### config.mk
export PLATFORM = sky130hd
export DESIGN_NAME = json_string_escape_core
export DESIGN_NICKNAME = d
export VERILOG_FILES = /design/src/sv/jse_pkg.sv /design/src/sv/jse_front.sv /design/src/sv/jse_queue.sv /design/src/sv/jse_back.sv /design/src/sv/json_string_escape_core.sv
export SDC_FILE = /design/constraint.sdc
export NUM_CORES = 1
export LEC_CHECK = 0
export ABC_AREA = 1
export BUFFER_PORTS_ARGS = -buffer_cell sky130_fd_sc_hd__buf_4
export CAP_MARGIN = 20
export CORE_UTILIZATION = 25
export DETAILED_ROUTE_END_ITERATION = 12
export PLACE_DENSITY = 0.4
export SKIP_LAST_GASP = 1
export SLEW_MARGIN = 20
export SYNTH_ARGS = -nofsm -noshare
export SYNTH_HDL_FRONTEND = slang
export SYNTH_SLANG_ARGS = --single-unit
### constraint.sdc
create_clock -name clock -period 4.8 [get_ports clock]
set_input_delay 0.24 -clock clock [delete_from_list [all_inputs] [get_ports clock]]
set_output_delay 0.24 -clock clock [all_outputs]
set_load 0.005 [all_outputs]
### src/sv/jse_pkg.sv
// Shared types, constants and helpers for the JSON string escaper.
package jse_pkg;

   localparam int unsigned CAP_W      = 13;
   localparam int unsigned LEN_W      = 12;
   localparam int unsigned BYTE_W     = 8;
   localparam int unsigned IDX_W      = 3;
   localparam int unsigned QUEUE_AW   = 2;
   localparam int unsigned QUEUE_CW   = QUEUE_AW + 1;
   localparam int unsigned QUEUE_DEPTH = 1 << QUEUE_AW;

   localparam logic [CAP_W-1:0]  CAP_RESET  = 13'd1024;
   localparam logic [CAP_W-1:0]  CAP_MAX    = 13'd4096;
   localparam logic [BYTE_W-1:0] CTRL_LIMIT = 8'h20;

   localparam logic [BYTE_W-1:0] CH_NUL   = 8'h00;
   localparam logic [BYTE_W-1:0] CH_TAB   = 8'h09;
   localparam logic [BYTE_W-1:0] CH_LF    = 8'h0a;
   localparam logic [BYTE_W-1:0] CH_CR    = 8'h0d;
   localparam logic [BYTE_W-1:0] CH_QUOTE = 8'h22;
   localparam logic [BYTE_W-1:0] CH_BSL   = 8'h5c;
   localparam logic [BYTE_W-1:0] CH_ZERO  = 8'h30;
   localparam logic [BYTE_W-1:0] CH_LOW_A = 8'h61;
   localparam logic [BYTE_W-1:0] CH_LOW_N = 8'h6e;
   localparam logic [BYTE_W-1:0] CH_LOW_R = 8'h72;
   localparam logic [BYTE_W-1:0] CH_LOW_T = 8'h74;
   localparam logic [BYTE_W-1:0] CH_LOW_U = 8'h75;

   typedef enum logic [1:0] {
      KIND_PLAIN,
      KIND_PAIR,
      KIND_UNI,
      KIND_NUL
   } jse_kind_type;

   typedef struct packed {
      jse_kind_type      kind;
      logic [BYTE_W-1:0] ch;
      logic [LEN_W-1:0]  len;
   } jse_desc_type;

   function automatic logic [BYTE_W-1:0] hex_digit(input logic [3:0] nib);
      logic [BYTE_W-1:0] d;
      if (nib < 4'd10) begin
         d = CH_ZERO + {4'd0, nib};
      end else begin
         d = CH_LOW_A + {4'd0, nib - 4'd10};
      end
      return d;
   endfunction

   function automatic logic [IDX_W-1:0] last_idx(input jse_kind_type kind);
      logic [IDX_W-1:0] r;
      unique case (kind)
         KIND_PAIR: r = 3'd1;
         KIND_UNI:  r = 3'd5;
         default:   r = 3'd0;
      endcase
      return r;
   endfunction

endpackage

### src/sv/jse_front.sv
// Front end: capacity register, byte classification and write count tracking.
module jse_front import jse_pkg::*; (
   input  logic              clock,
   input  logic              reset,
   input  logic              csr_valid,
   output logic              csr_ready,
   input  logic [CAP_W-1:0]  csr_capacity,
   input  logic              push,
   output logic              full,
   input  logic [BYTE_W-1:0] req_in_byte,
   input  logic              q_full,
   output logic              q_push,
   output jse_desc_type      q_desc
);

   logic [CAP_W-1:0] capacity_ff, capacity_in;
   logic [LEN_W-1:0] write_count_ff, write_count_in;
   logic             stopped_ff, stopped_in;

   logic [CAP_W-1:0] cap_eff;
   logic [CAP_W-1:0] wc_ext;
   logic             room_any;
   logic             room_uni;
   logic             accept;
   logic [IDX_W-1:0] n_bytes;

   assign csr_ready = 1'b1;
   assign full      = q_full;
   assign accept    = push && !q_full;

   assign cap_eff  = (capacity_ff > CAP_MAX) ? CAP_MAX : capacity_ff;
   assign wc_ext   = {1'b0, write_count_ff};
   assign room_any = (wc_ext + 13'd2) < cap_eff;
   assign room_uni = (wc_ext + 13'd6) < cap_eff;

   always_comb begin
      capacity_in    = capacity_ff;
      write_count_in = write_count_ff;
      stopped_in     = stopped_ff;
      q_push         = 1'b0;
      q_desc.kind    = KIND_PLAIN;
      q_desc.ch      = req_in_byte;
      q_desc.len     = '0;
      n_bytes        = 3'd1;
      if (csr_valid) begin
         capacity_in = csr_capacity;
      end
      unique case (req_in_byte)
         CH_QUOTE: begin q_desc.kind = KIND_PAIR; q_desc.ch = CH_QUOTE; n_bytes = 3'd2; end
         CH_BSL:   begin q_desc.kind = KIND_PAIR; q_desc.ch = CH_BSL;   n_bytes = 3'd2; end
         CH_LF:    begin q_desc.kind = KIND_PAIR; q_desc.ch = CH_LOW_N; n_bytes = 3'd2; end
         CH_CR:    begin q_desc.kind = KIND_PAIR; q_desc.ch = CH_LOW_R; n_bytes = 3'd2; end
         CH_TAB:   begin q_desc.kind = KIND_PAIR; q_desc.ch = CH_LOW_T; n_bytes = 3'd2; end
         default: begin
            if (req_in_byte < CTRL_LIMIT) begin
               q_desc.kind = KIND_UNI;
               n_bytes     = 3'd6;
            end
         end
      endcase
      if (accept) begin
         priority if (req_in_byte == CH_NUL) begin
            q_desc.kind    = KIND_NUL;
            q_desc.ch      = CH_NUL;
            q_desc.len     = write_count_ff;
            q_push         = 1'b1;
            write_count_in = '0;
            stopped_in     = 1'b0;
         end else if (stopped_ff) begin
            q_push = 1'b0;
         end else if (!room_any) begin
            stopped_in = 1'b1;
         end else if ((q_desc.kind == KIND_UNI) && !room_uni) begin
            stopped_in = 1'b1;
         end else begin
            q_push         = 1'b1;
            write_count_in = write_count_ff + {{(LEN_W-IDX_W){1'b0}}, n_bytes};
         end
      end
   end

   always_ff @(posedge clock) begin
      if (reset) begin
         capacity_ff    <= CAP_RESET;
         write_count_ff <= '0;
         stopped_ff     <= 1'b0;
      end else begin
         capacity_ff    <= capacity_in;
         write_count_ff <= write_count_in;
         stopped_ff     <= stopped_in;
      end
   end

endmodule

### src/sv/jse_queue.sv
// Short descriptor queue between the front and back ends.
module jse_queue import jse_pkg::*; (
   input  logic         clock,
   input  logic         reset,
   input  logic         q_push,
   input  jse_desc_type q_wdata,
   output logic         q_full,
   input  logic         q_pop,
   output jse_desc_type q_rdata,
   output logic         q_empty
);

   jse_desc_type         entries_ff [QUEUE_DEPTH];
   logic [QUEUE_AW-1:0]  wr_ptr_ff, wr_ptr_in;
   logic [QUEUE_AW-1:0]  rd_ptr_ff, rd_ptr_in;
   logic [QUEUE_CW-1:0]  count_ff, count_in;
   logic                 do_push, do_pop;

   assign q_full  = (count_ff == QUEUE_CW'(QUEUE_DEPTH));
   assign q_empty = (count_ff == '0);
   assign q_rdata = entries_ff[rd_ptr_ff];
   assign do_push = q_push && !q_full;
   assign do_pop  = q_pop && !q_empty;

   always_comb begin
      wr_ptr_in = do_push ? wr_ptr_ff + 1'b1 : wr_ptr_ff;
      rd_ptr_in = do_pop ? rd_ptr_ff + 1'b1 : rd_ptr_ff;
      count_in  = count_ff;
      if (do_push && !do_pop) begin
         count_in = count_ff + 1'b1;
      end else if (do_pop && !do_push) begin
         count_in = count_ff - 1'b1;
      end
   end

   always_ff @(posedge clock) begin
      if (do_push) begin
         entries_ff[wr_ptr_ff] <= q_wdata;
      end
   end

   always_ff @(posedge clock) begin
      if (reset) begin
         wr_ptr_ff <= '0;
         rd_ptr_ff <= '0;
         count_ff  <= '0;
      end else begin
         wr_ptr_ff <= wr_ptr_in;
         rd_ptr_ff <= rd_ptr_in;
         count_ff  <= count_in;
      end
   end

endmodule

### src/sv/jse_back.sv
// Back end: expand each descriptor into its escaped output words.
module jse_back import jse_pkg::*; (
   input  logic              clock,
   input  logic              reset,
   input  jse_desc_type      q_rdata,
   input  logic              q_empty,
   output logic              q_pop,
   output logic              empty,
   input  logic              pop,
   output logic [BYTE_W-1:0] rsp_out_byte,
   output logic              rsp_run_last,
   output logic              rsp_string_done,
   output logic [LEN_W-1:0]  rsp_written_length
);

   logic [IDX_W-1:0] idx_ff, idx_in;
   logic             take;

   assign empty = q_empty;
   assign take  = pop && !q_empty;

   assign rsp_run_last       = (idx_ff == last_idx(q_rdata.kind));
   assign rsp_string_done    = (q_rdata.kind == KIND_NUL);
   assign rsp_written_length = rsp_string_done ? q_rdata.len : '0;
   assign q_pop              = take && rsp_run_last;

   always_comb begin
      rsp_out_byte = q_rdata.ch;
      unique case (q_rdata.kind)
         KIND_PLAIN: rsp_out_byte = q_rdata.ch;
         KIND_PAIR:  rsp_out_byte = (idx_ff == 3'd0) ? CH_BSL : q_rdata.ch;
         KIND_UNI: begin
            unique case (idx_ff)
               3'd0:    rsp_out_byte = CH_BSL;
               3'd1:    rsp_out_byte = CH_LOW_U;
               3'd2:    rsp_out_byte = CH_ZERO;
               3'd3:    rsp_out_byte = CH_ZERO;
               3'd4:    rsp_out_byte = hex_digit(q_rdata.ch[7:4]);
               default: rsp_out_byte = hex_digit(q_rdata.ch[3:0]);
            endcase
         end
         KIND_NUL:   rsp_out_byte = CH_NUL;
      endcase
   end

   always_comb begin
      idx_in = idx_ff;
      if (take) begin
         idx_in = rsp_run_last ? '0 : idx_ff + 1'b1;
      end
   end

   always_ff @(posedge clock) begin
      if (reset) begin
         idx_ff <= '0;
      end else begin
         idx_ff <= idx_in;
      end
   end

endmodule

### src/sv/json_string_escape_core.sv
// Top level of the JSON string escaper: front end, descriptor queue, back end.
// One source byte is taken per cycle while the four-entry descriptor queue has
// room; the front end classifies it against the write count in that cycle.
// The back end gives one result word per cycle while popped: plain bytes and
// the NUL take one word, two-byte escapes two and \u00XX escapes six, so the
// sustained input rate is one byte per cycle for plain text and is set by the
// expansion counter while escapes drain. The capacity port is always ready.
module json_string_escape_core import jse_pkg::*; (
   input  logic              clock,
   input  logic              reset,
   input  logic              csr_valid,
   output logic              csr_ready,
   input  logic [CAP_W-1:0]  csr_capacity,
   input  logic              push,
   output logic              full,
   input  logic [BYTE_W-1:0] req_in_byte,
   output logic              empty,
   input  logic              pop,
   output logic [BYTE_W-1:0] rsp_out_byte,
   output logic              rsp_run_last,
   output logic              rsp_string_done,
   output logic [LEN_W-1:0]  rsp_written_length
);

   logic         q_full, q_empty, q_push, q_pop;
   jse_desc_type q_wdata, q_rdata;

   jse_front u_front (
      .clock        (clock),
      .reset        (reset),
      .csr_valid    (csr_valid),
      .csr_ready    (csr_ready),
      .csr_capacity (csr_capacity),
      .push         (push),
      .full         (full),
      .req_in_byte  (req_in_byte),
      .q_full       (q_full),
      .q_push       (q_push),
      .q_desc       (q_wdata)
   );

   jse_queue u_queue (
      .clock   (clock),
      .reset   (reset),
      .q_push  (q_push),
      .q_wdata (q_wdata),
      .q_full  (q_full),
      .q_pop   (q_pop),
      .q_rdata (q_rdata),
      .q_empty (q_empty)
   );

   jse_back u_back (
      .clock              (clock),
      .reset              (reset),
      .q_rdata            (q_rdata),
      .q_empty            (q_empty),
      .q_pop              (q_pop),
      .empty              (empty),
      .pop                (pop),
      .rsp_out_byte       (rsp_out_byte),
      .rsp_run_last       (rsp_run_last),
      .rsp_string_done    (rsp_string_done),
      .rsp_written_length (rsp_written_length)
   );

endmodule

==> results of run 1 <==
## layer usage
metal	part of all wire [%]	up-vias	wire, um	track usage, %
met5	0	-	0	0
met3	2.4	8	462	2.24
met2	47	91	9120	21.7
met4	0.74	0	142	3.65
li1	-	2968	-	-
met1	50	2584	9580	17.9
## through the flow
step           worst slack (ns)  hold WS (ns)  std cells
2_1_floorplan              1.04         0.302        870
3_3_place_gp              0.821         0.463       1279
5_1_grt                   0.262        0.0361       1311
3_5_place_dp              0.762         0.466       1279
6_report                  0.783        0.0352       1311
4_1_cts                   0.737        0.0170       1311
## registers in the layout, indices dropped and copies added, names as in the netlist, named ones only
register / flops
u_queue.wr_ptr_ff: 2
u_front.stopped_ff: 1
u_front.capacity_ff: 13
u_back.idx_ff: 3
u_queue.rd_ptr_ff: 2
u_front.write_count_ff: 12
u_queue.entries_ff: 88
u_queue.count_ff: 3
## power breakdown
part	switching [mW]	internal, mW	leakage, nW	total (mW)
Clock	0.575	0.795	0.298	1.37
Combinational	0.903	0.521	2.21	1.42
Sequential	0.0595	1.29	1.12	1.35
Total	1.54	2.61	3.62	4.15
## worst max path at each step
stage / start / end / slack [ns] / depth (start not counted)
floorplan: flop / u_queue.count_ff[1]$_SDFFE_PP0P_ / 1.04 / 15
global placement: u_front.write_count_ff[3]$_SDFFE_PP0P_ / u_queue.count_ff[2]$_SDFFE_PP0P_ / 0.82 / 22
detailed placement: u_front.write_count_ff[1]$_SDFFE_PP0P_ / u_queue.count_ff[2]$_SDFFE_PP0P_ / 0.76 / 22
CTS: u_front.write_count_ff[1]$_SDFFE_PP0P_ / u_queue.count_ff[2]$_SDFFE_PP0P_ / 0.74 / 22
global route: u_front.write_count_ff[3]$_SDFFE_PP0P_ / u_queue.count_ff[2]$_SDFFE_PP0P_ / 0.26 / 22
finish: u_front.write_count_ff[1]$_SDFFE_PP0P_ / u_queue.count_ff[2]$_SDFFE_PP0P_ / 0.78 / 22
## cells by family after synthesis
kind of cell             synth area share, %
flip-flops                              46.5
AO/OA/AOI/OAI                           11.6
buffers and inverters                   7.87
AND/OR/NAND/NOR                         23.4
other                                 0.0513
XOR/XNOR                                2.75
adder cells (fa/ha/maj)                 7.73
## placed cells by master (no fill, tap or decap), types with 3 or more instances in the layout
| cell | netlist | layout |
|---|---|---|
| nor2_1 | 162 | 158 |
| nand2_1 | 131 | 131 |
| inv_1 | 100 | 100 |
| edfxtp_1 | 88 | 88 |
| o21ai_0 | 69 | 69 |
| buf_4 | 6 | 59 |
| nand3_1 | 48 | 48 |
| ha_1 | 42 | 42 |
| a21oi_1 | 41 | 41 |
| dfxtp_1 | 38 | 38 |
| xor2_1 | 23 | 23 |
| clkbuf_16 | 0 | 17 |
| nand2_2 | 14 | 14 |
| a21oi_2 | 11 | 11 |
| nor2_2 | 5 | 9 |
| nand2_4 | 6 | 6 |
| nand4_1 | 6 | 6 |
| nor3_1 | 6 | 6 |
| a31oi_1 | 5 | 5 |
| inv_8 | 0 | 5 |
| inv_6 | 0 | 5 |
| o211ai_1 | 4 | 4 |
| o21bai_1 | 3 | 3 |
| nor2_4 | 3 | 3 |
| a211oi_1 | 3 | 3 |
| inv_2 | 3 | 3 |
| a32oi_1 | 3 | 3 |
## worst max-delay path: cells and delay by family, from the launching register on
family | cells | cell delay (ns)
AND/OR/NAND/NOR | 10 | 1.56
adder cells (fa/ha/maj) | 3 | 0.86
AO/OA/AOI/OAI | 5 | 0.61
flip-flops | 1 | 0.40
buffers and inverters | 3 | 0.35
XOR/XNOR | 1 | 0.15
## cell type report
type / instances / area, sq um
multi-input combinational: 607 / 3350
clock buffer: 17 / 425
inverter: 103 / 387
fill: 3062 / 20100
tap: 384 / 480
timing repair buffer: 59 / 443
clock inverter: 15 / 191
sequential: 126 / 3400
==> flow_summary.json, run 1 <==
{
  "cts_max_level": 4,
  "die_w_um": 173,
  "grt_setup_unrepaired": "no",
  "synth_common_cells": "nor2_1 (162), nand2_1 (131), inv_1 (100)",
  "synthTopCellsByArea": "edfxtp_1 (36%), dfxtp_1 (10%), nor2_1 (8.3%), ha_1 (7.2%), nand2_1 (6.7%)",
  "fin_setup_tns_ns": 0,
  "core_area_sq_um": 28800,
  "numCtsBuffers": 17,
  "antenna_found_initial": 0,
  "syn_area_per_cell_sq_um": 8.41,
  "critPathKind": "reg2reg",
  "hpwl_um": 13600,
  "yosys_warnings": 0,
  "cts_setup_buffers": 0,
  "synth_area_leader_cell": "edfxtp_1",
  "slew_viol_final": 0,
  "fmax_mhz": 249,
  "hold_path_depth": 3,
  "worstMarginPinSlew_ns": 0.706,
  "syn_to_final_growth_pct": 18.6,
  "seq_area_frac_synth_pct": 46.5,
  "syn_area_sq_um": 7310,
  "p_leak_nw": 3.62,
  "cts_max_path_buffers": 2,
  "status": "completed",
  "ios": 51,
  "synth_cell_types": 47,
  "antenna_cells": 0,
  "die_area_sq_um": 29900,
  "die_height_um": 173,
  "fin_crit_sh_pct": 83.7,
  "syn_nets": 940,
  "power_mw": 4.15,
  "grt_overflow_total": 0,
  "rows": 62,
  "yosys_register_bits": 126,
  "fin_skew_ns": 0.0139,
  "drt_iter0_drc": 296,
  "grt_pass1_vias": 5602,
  "worstSetupStartpointType": "flop",
  "slowest_stage": "nor3_1",
  "required_ns": 5.15,
  "totalWireLength_um": 19300,
  "initial_core_util_pct": 25.4,
  "synth_flop_cell": "edfxtp_1",
  "grt_pass1_wl_um": 30900,
  "cts.sinks": 126,
  "cts_tree": "done",
  "place_area_sq_um": 8060,
  "yosysMostFrequentCell": "nor2_1",
  "final_net_count": 984,
  "vias": 5651,
  "synth_top_cell_area_share_pct": 36.1,
  "async_flop_share_pct": 0,
  "gp_congestion": 0.804,
  "finalSetupViolations": 0,
  "wire_per_inst_um": 14.7,
  "ff2ff_setup_slack_ns": 0.78,
  "synth_edf_count": 88,
  "min-delay-start": "csr_capacity[5]",
  "cp_max_fo": 15,
  "r2r_cells": 22,
  "syn_inst": 870,
  "fin_util_pct": 30.1,
  "power_density_nw_per_um2": 478,
  "via_per_inst": 4.31,
  "grt_start_max_net_pins": 47,
  "ctsResizeCount": 0,
  "final_cell_area_sq_um": 8680,
  "fin_crit_ns": 4.02,
  "crit_path_cell_trace": "inv_1, nor3_1, inv_1, nor2_1, nand2_1, xor2_1, ha_1, a21oi_1, o21bai_1, a21oi_1, nand2_2, nor2_4, nand2_4, nand2_4, ha_1, inv_1, fa_1, nor2_1, nor2_1, nand2_1, o21ai_0, a21oi_1",
  "hold_end": "u_front.capacity_ff[5]$_SDFFE_PP0P_",
  "grtUsageTotal_pct": 13.2,
  "rr_startpoint": "u_front.write_count_ff[1]$_SDFFE_PP0P_",
  "crit_path_max_incr_delay_ns": 0.47,
  "slew_headroom_pct": 52.8,
  "min-delay-path-class": "in2reg",
  "postCtsHoldBufs": 0,
  "r2r-end": "u_queue.count_ff[2]$_SDFFE_PP0P_",
  "drive_above_1_share_pct": 15.3,
  "arrival_ns": 4.37,
  "end_kind": "flop",
  "hold_viol_final": 0,
  "antenna_left": 0,
  "drc": 0,
  "vdd.ir_drop.worst_mv": 0.190,
  "firstDrtPassIters": 5,
  "maxCapViolCount": 0,
  "clk_pin_slew_ns": 0.07,
  "clk_latency_ns": 0.43,
  "io_buffers": 49,
  "cts-root-buf": "clkbuf_16"
}
(Power assumes the default switching activity.)
==> run 2: changes to the inputs <==
- PLACE_DENSITY: 0.4 -> 0.41
- clock period: 4.8 -> 3.5 ns (I/O delays scaled with it)
==> flow_summary.json, run 2 (synthesis results as in run 1) <==
{
  "status": "completed",
  "endpoint": "u_front.write_count_ff[10]$_SDFFE_PP0P_",
  "antenna_cells": 0,
  "drt_iter0_drc": 339,
  "r2r_cells": 22,
  "dp.cells": 1299,
  "power_switching_share_pct": 38.0,
  "grt_start_max_net_pins": 36,
  "slowest_stage": "dlygate4sd3_1",
  "slew_headroom_pct": 53.4,
  "via_per_inst": 4.34,
  "drc": 0,
  "wire_per_inst_um": 14.4,
  "worstMarginPinSlew_ns": 0.698,
  "initial_core_util_pct": 25.4,
  "fin_crit_sh_pct": 91.1,
  "io_buffers": 49,
  "slew_viol_final": 0,
  "die_area_sq_um": 29900,
  "worstSetupStartpointType": "input pin",
  "cts-root-buf": "clkbuf_16",
  "comb_power_share_pct": 36.4,
  "largest-register": "u_queue.entries_ff",
  "hpwl_um": 13700,
  "min-delay-path-class": "in2reg",
  "largestRegisters": "u_queue.entries_ff: 88 flops, u_front.capacity_ff: 13 flops, u_front.write_count_ff: 12 flops",
  "die_height_um": 173,
  "vdd.ir_drop.worst_mv": 0.267,
  "ff2ff_setup_slack_ns": 0.32,
  "cp_max_fo": 6,
  "grt_pass1_wl_um": 31200,
  "grtUsageTotal_pct": 13.4,
  "rows": 62,
  "totalWireLength_um": 19500,
  "maxCapViolCount": 0,
  "timing.final.ws_setup_ns": 0.313,
  "grt_pass1_vias": 5741,
  "rr_startpoint": "u_front.write_count_ff[6]$_SDFFE_PP0P_",
  "power_density_nw_per_um2": 623,
  "fin_skew_ns": 0.0164,
  "layout.cells.non_filler": 1349,
  "syn_to_final_growth_pct": 25.5,
  "core_area_sq_um": 28800,
  "firstDrtPassIters": 4,
  "fin_crit_ns": 3.19,
  "gp_congestion": 0.840,
  "grt_setup_unrepaired": "yes",
  "numCtsBuffers": 17,
  "final_net_count": 1022,
  "grt_overflow_total": 0,
  "p_switching_mw": 2.17,
  "cts_tree": "done",
  "die_w_um": 173,
  "worstSetupStartpoint": "req_in_byte[7]",
  "p_clk_share_pct": 30.9,
  "finalSetupViolations": 0,
  "cts_max_level": 4,
  "critPathKind": "in2reg",
  "required_ns": 3.86,
  "hold_viol_final": 0,
  "p_seq_share_pct": 32.6,
  "fin_setup_tns_ns": 0,
  "power_mw": 5.72,
  "final_common_cell": "nor2_1",
  "crit_path_max_incr_delay_ns": 0.53,
  "drive_above_1_share_pct": 21.0,
  "largest_register_ffs": 88,
  "clk_latency_ns": 0.43,
  "antenna_found_initial": 0,
  "p_leak_nw": 3.82,
  "fmax_mhz": 314,
  "clk_pin_slew_ns": 0.07,
  "fin_util_pct": 31.9,
  "cts.sinks": 126,
  "cts_max_path_buffers": 2,
  "arrival_ns": 3.55,
  "pre_cts_ws_ns": 0.119,
  "cpMostUsedCell": "nor2_4",
  "vias": 5861,
  "ios": 51,
  "antenna_left": 0,
  "r2r-end": "u_queue.count_ff[2]$_SDFFE_PP0P_",
  "intPower_mw": 3.55,
  "final_cell_mix": "nor2_1 (150), nand2_1 (128), inv_1 (96)",
  "hold_path_depth": 2,
  "end_kind": "flop"
}
-- run 2: area by class of cell --
class,instances,area (sq um)
inverter,103,390
fill,3058,19600
clock buffer,17,425
sequential,126,3430
timing repair buffer,97,812
tap,384,480
multi-input combinational,607,3470
clock inverter,15,168
-- run 2: power groups by stage --
| stage | sequential [mW] | clock, mW | combinational, mW |
|---|---|---|---|
| finish | 1.87 | 1.77 | 2.08 |
| global route | 1.88 | 1.89 | 2.39 |
| CTS | 1.86 | 1.82 | 2.08 |
| detailed placement | 1.90 | 0 | 2.06 |
| global placement | 1.90 | 0 | 2.06 |
| floorplan | 1.87 | 0 | 1.32 |
-- run 2: critical path: cells and delay by family --
family          cells  cell delay, ns
simple gates       15            1.49
buf+inv             5            0.91
fa+ha+maj           2            0.60
compound gates      2            0.22
xor+xnor            1            0.14
-- run 2: metal layers --
| layer | routed length (um) | track usage (%) | up-vias | part of all wire (%) |
|---|---|---|---|---|
| li1 | - | - | 3048 | - |
| met2 | 9100 | 21.7 | 92 | 47 |
| met4 | 186 | 3.43 | 0 | 0.96 |
| met1 | 9580 | 18.3 | 2706 | 49 |
| met3 | 588 | 2.40 | 15 | 3.0 |
| met5 | 0 | 0 | - | 0 |
-- run 2: per-stage QoR --
step | cell area [sq um] | hold slack [ns]
final | 9180 | 0.0446
after global routing | 9180 | 0.0467
after CTS | 8980 | 0.0389
after detailed placement | 8270 | 0.400
after global placement | 8270 | 0.397
after floorplan | 7320 | 0.237
-- run 2: repair_timing --
action	CTS	global route
endpoints found under the setup margin	0	94
buffers inserted	0	6
gates resized for setup	0	48
hold buffers	12	0
endpoints found under the hold margin	15	0
-- run 2: worst min-delay path by stage --
stage / start / endpoint
after global placement: csr_capacity[10] / u_front.capacity_ff[10]$_SDFFE_PP1P_
after global routing: reset / u_front.write_count_ff[6]$_SDFFE_PP0P_
after detailed placement: csr_capacity[10] / u_front.capacity_ff[10]$_SDFFE_PP1P_
after floorplan: reset / u_front.write_count_ff[11]$_SDFFE_PP0P_
final: reset / u_front.write_count_ff[6]$_SDFFE_PP0P_
after CTS: csr_capacity[0] / u_front.capacity_ff[0]$_SDFFE_PP0P_
==> run 3: changes to the inputs <==
- BUFFER_PORTS_ARGS: -buffer_cell sky130_fd_sc_hd__buf_4 -> unset
- CORE_MARGIN: unset -> 3
- DONT_BUFFER_PORTS: unset -> 1
- PLACE_DENSITY: 0.41 -> 0.4
==> flow_summary.json, run 3 (synthesis results as in run 1) <==
{
  "worstSetupStartpointType": "flop",
  "clk_pin_slew_ns": 0.07,
  "ios": 51,
  "cts_setup_buffers": 0,
  "hold_viol_final": 0,
  "cp_max_fo": 5,
  "die_w_um": 177,
  "antenna_found_initial": 0,
  "fin_util_pct": 31.2,
  "die_height_um": 177,
  "fin_setup_tns_ns": 0,
  "final_net_count": 986,
  "wire_per_inst_um": 15.2,
  "cts_tree": "done",
  "cts.sinks": 126,
  "p_leak_nw": 3.63,
  "largest_register_ffs": 88,
  "end_kind": "flop",
  "cts_max_path_buffers": 2,
  "place_area_sq_um": 7940,
  "grt_pass1_vias": 5705,
  "nFillCells": 2975,
  "crit_path_max_incr_delay_ns": 0.40,
  "rr_startpoint": "u_front.write_count_ff[3]$_SDFFE_PP0P_",
  "arrival_ns": 3.61,
  "min-delay-path-class": "in2reg",
  "hpwl_um": 14100,
  "fin_crit_sh_pct": 93.1,
  "r2r_cells": 22,
  "grtUsageTotal_pct": 13.1,
  "initial_core_util_pct": 25.8,
  "finalSetupViolations": 0,
  "ff2ff_setup_slack_ns": 0.24,
  "cts-root-buf": "clkbuf_16",
  "via_per_inst": 4.36,
  "rows": 61,
  "r2r-end": "u_queue.count_ff[2]$_SDFFE_PP0P_",
  "power_mw": 5.49,
  "die_area_sq_um": 31300,
  "power_density_nw_per_um2": 622,
  "gp_congestion": 0.805,
  "grt_setup_unrepaired": "yes",
  "critPathKind": "reg2reg",
  "largestRegisters": "u_queue.entries_ff: 88 flops, u_front.capacity_ff: 13 flops, u_front.write_count_ff: 12 flops",
  "slew_headroom_pct": 48.2,
  "numCtsBuffers": 17,
  "maxCapViolCount": 0,
  "grt_start_max_net_pins": 29,
  "grt_pass1_wl_um": 31800,
  "slew_viol_final": 0,
  "required_ns": 3.85,
  "firstDrtPassIters": 4,
  "worstMarginPinSlew_ns": 0.776,
  "core_area_sq_um": 28300,
  "final_cell_area_sq_um": 8820,
  "min-delay-start": "req_in_byte[2]",
  "drive_above_1_share_pct": 14.5,
  "antenna_cells": 0,
  "vias": 5704,
  "status": "completed",
  "hold_ws_ns": 0.0446,
  "largest-register": "u_queue.entries_ff",
  "fin_crit_ns": 3.26,
  "fin_skew_ns": 0.0164,
  "drc": 0,
  "clk_latency_ns": 0.43,
  "final_cell_mix": "nor2_1 (156), nand2_1 (131), inv_1 (100)",
  "totalWireLength_um": 19800,
  "io_buffers": 0,
  "final_common_cell": "nor2_1",
  "grt_overflow_total": 0,
  "fmax_mhz": 307,
  "vdd.ir_drop.worst_mv": 0.245,
  "antenna_left": 0,
  "cts_max_level": 4,
  "slowest_stage": "dfxtp_2",
  "hold_end": "u_queue.entries_ff[2][14]$_DFFE_PP_",
  "drt_iter0_drc": 300,
  "hold_path_depth": 2,
  "crit_path_cell_trace": "inv_1, nor3_2, inv_1, nor2_2, nand2_1, xor2_1, ha_1, a21oi_1, o21bai_1, a21oi_1, nand2_2, nor2_4, nand2_4, nand2_4, ha_1, inv_1, fa_1, nor2_1, nor2_1, nand2_1, o21ai_0, a21oi_1",
  "syn_to_final_growth_pct": 20.6
}
[run 3: changes by cell type in the layout (fill, tap and decap cells not counted), moves of 4 or more]
| cell | previous run | this run |
|---|---|---|
| dfxtp_2 | 0 | 6 |
| dlygate4sd3_1 | 12 | 24 |
| nor2_1 | 150 | 156 |
| buf_4 | 80 | 33 |
| inv_1 | 96 | 100 |
| dfxtp_4 | 6 | 0 |
[run 3: metal layers]
| metal | routed length [um] | vias up | global-route usage, % | part of all wire, % |
|---|---|---|---|---|
| met5 | 0 | - | 0 | 0 |
| met4 | 201 | 0 | 3.54 | 1.0 |
| met3 | 480 | 11 | 2.19 | 2.4 |
| met2 | 9100 | 62 | 21.0 | 46 |
| met1 | 10100 | 2659 | 18.1 | 51 |
| li1 | - | 2972 | - | - |
[run 3: worst max path at each step]
stage / startpoint / to / slack [ns] / depth (start not counted)
2_1_floorplan: u_front.write_count_ff[1]$_SDFFE_PP0P_ / u_queue.entries_ff[0][0]$_DFFE_PP_ / -0.22 / 16
3_3_place_gp: u_front.write_count_ff[3]$_SDFFE_PP0P_ / u_queue.count_ff[2]$_SDFFE_PP0P_ / 0.13 / 25
3_5_place_dp: u_front.write_count_ff[3]$_SDFFE_PP0P_ / u_queue.count_ff[2]$_SDFFE_PP0P_ / 0.06 / 25
4_1_cts: u_front.write_count_ff[3]$_SDFFE_PP0P_ / u_queue.count_ff[2]$_SDFFE_PP0P_ / 0.03 / 25
5_1_grt: u_front.write_count_ff[3]$_SDFFE_PP0P_ / u_queue.count_ff[2]$_SDFFE_PP0P_ / -0.04 / 22
6_report: u_front.write_count_ff[3]$_SDFFE_PP0P_ / u_queue.count_ff[2]$_SDFFE_PP0P_ / 0.24 / 22
[run 3: per-stage QoR]
stage | setup WS [ns] | std cells
final | 0.242 | 1307
after global routing | -0.0365 | 1307
after CTS | 0.0316 | 1307
after detailed placement | 0.0631 | 1251
after global placement | 0.133 | 1251
after floorplan | -0.216 | 870
[run 3: what timing repair did]
| action | in CTS | in global routing |
|---|---|---|
| gates resized for setup | 0 | 15 |
| endpoints found under the setup margin | 0 | 2 |
| hold endpoints to repair | 28 | 0 |
| hold buffers | 24 | 0 |
[run 3: area by class of cell]
class	instances	area, sq um	share of cell area, %
multi-input cells	607	3390	38.4
clock inverters	15	170	1.93
flip-flops and latches	126	3410	38.7
inverters	103	387	4.38
repair buffers	61	568	6.44
clock buffers	17	425	4.82
well taps	378	473	5.36
[run 3: critical path: cells and delay by family (launching register included)]
family | cells | cell delay [ns]
and+or+nand+nor | 10 | 0.98
adders and majority gates | 3 | 0.81
AOI/OAI and AO/OA | 5 | 0.61
DFF | 1 | 0.40
buffers and inverters | 3 | 0.24
xor gates and xnor gates | 1 | 0.15
[run 3: power by group]
group | internal (mW) | switching (mW)
logic | 0.636 | 1.22
clock network | 0.958 | 0.809
registers | 1.77 | 0.0907
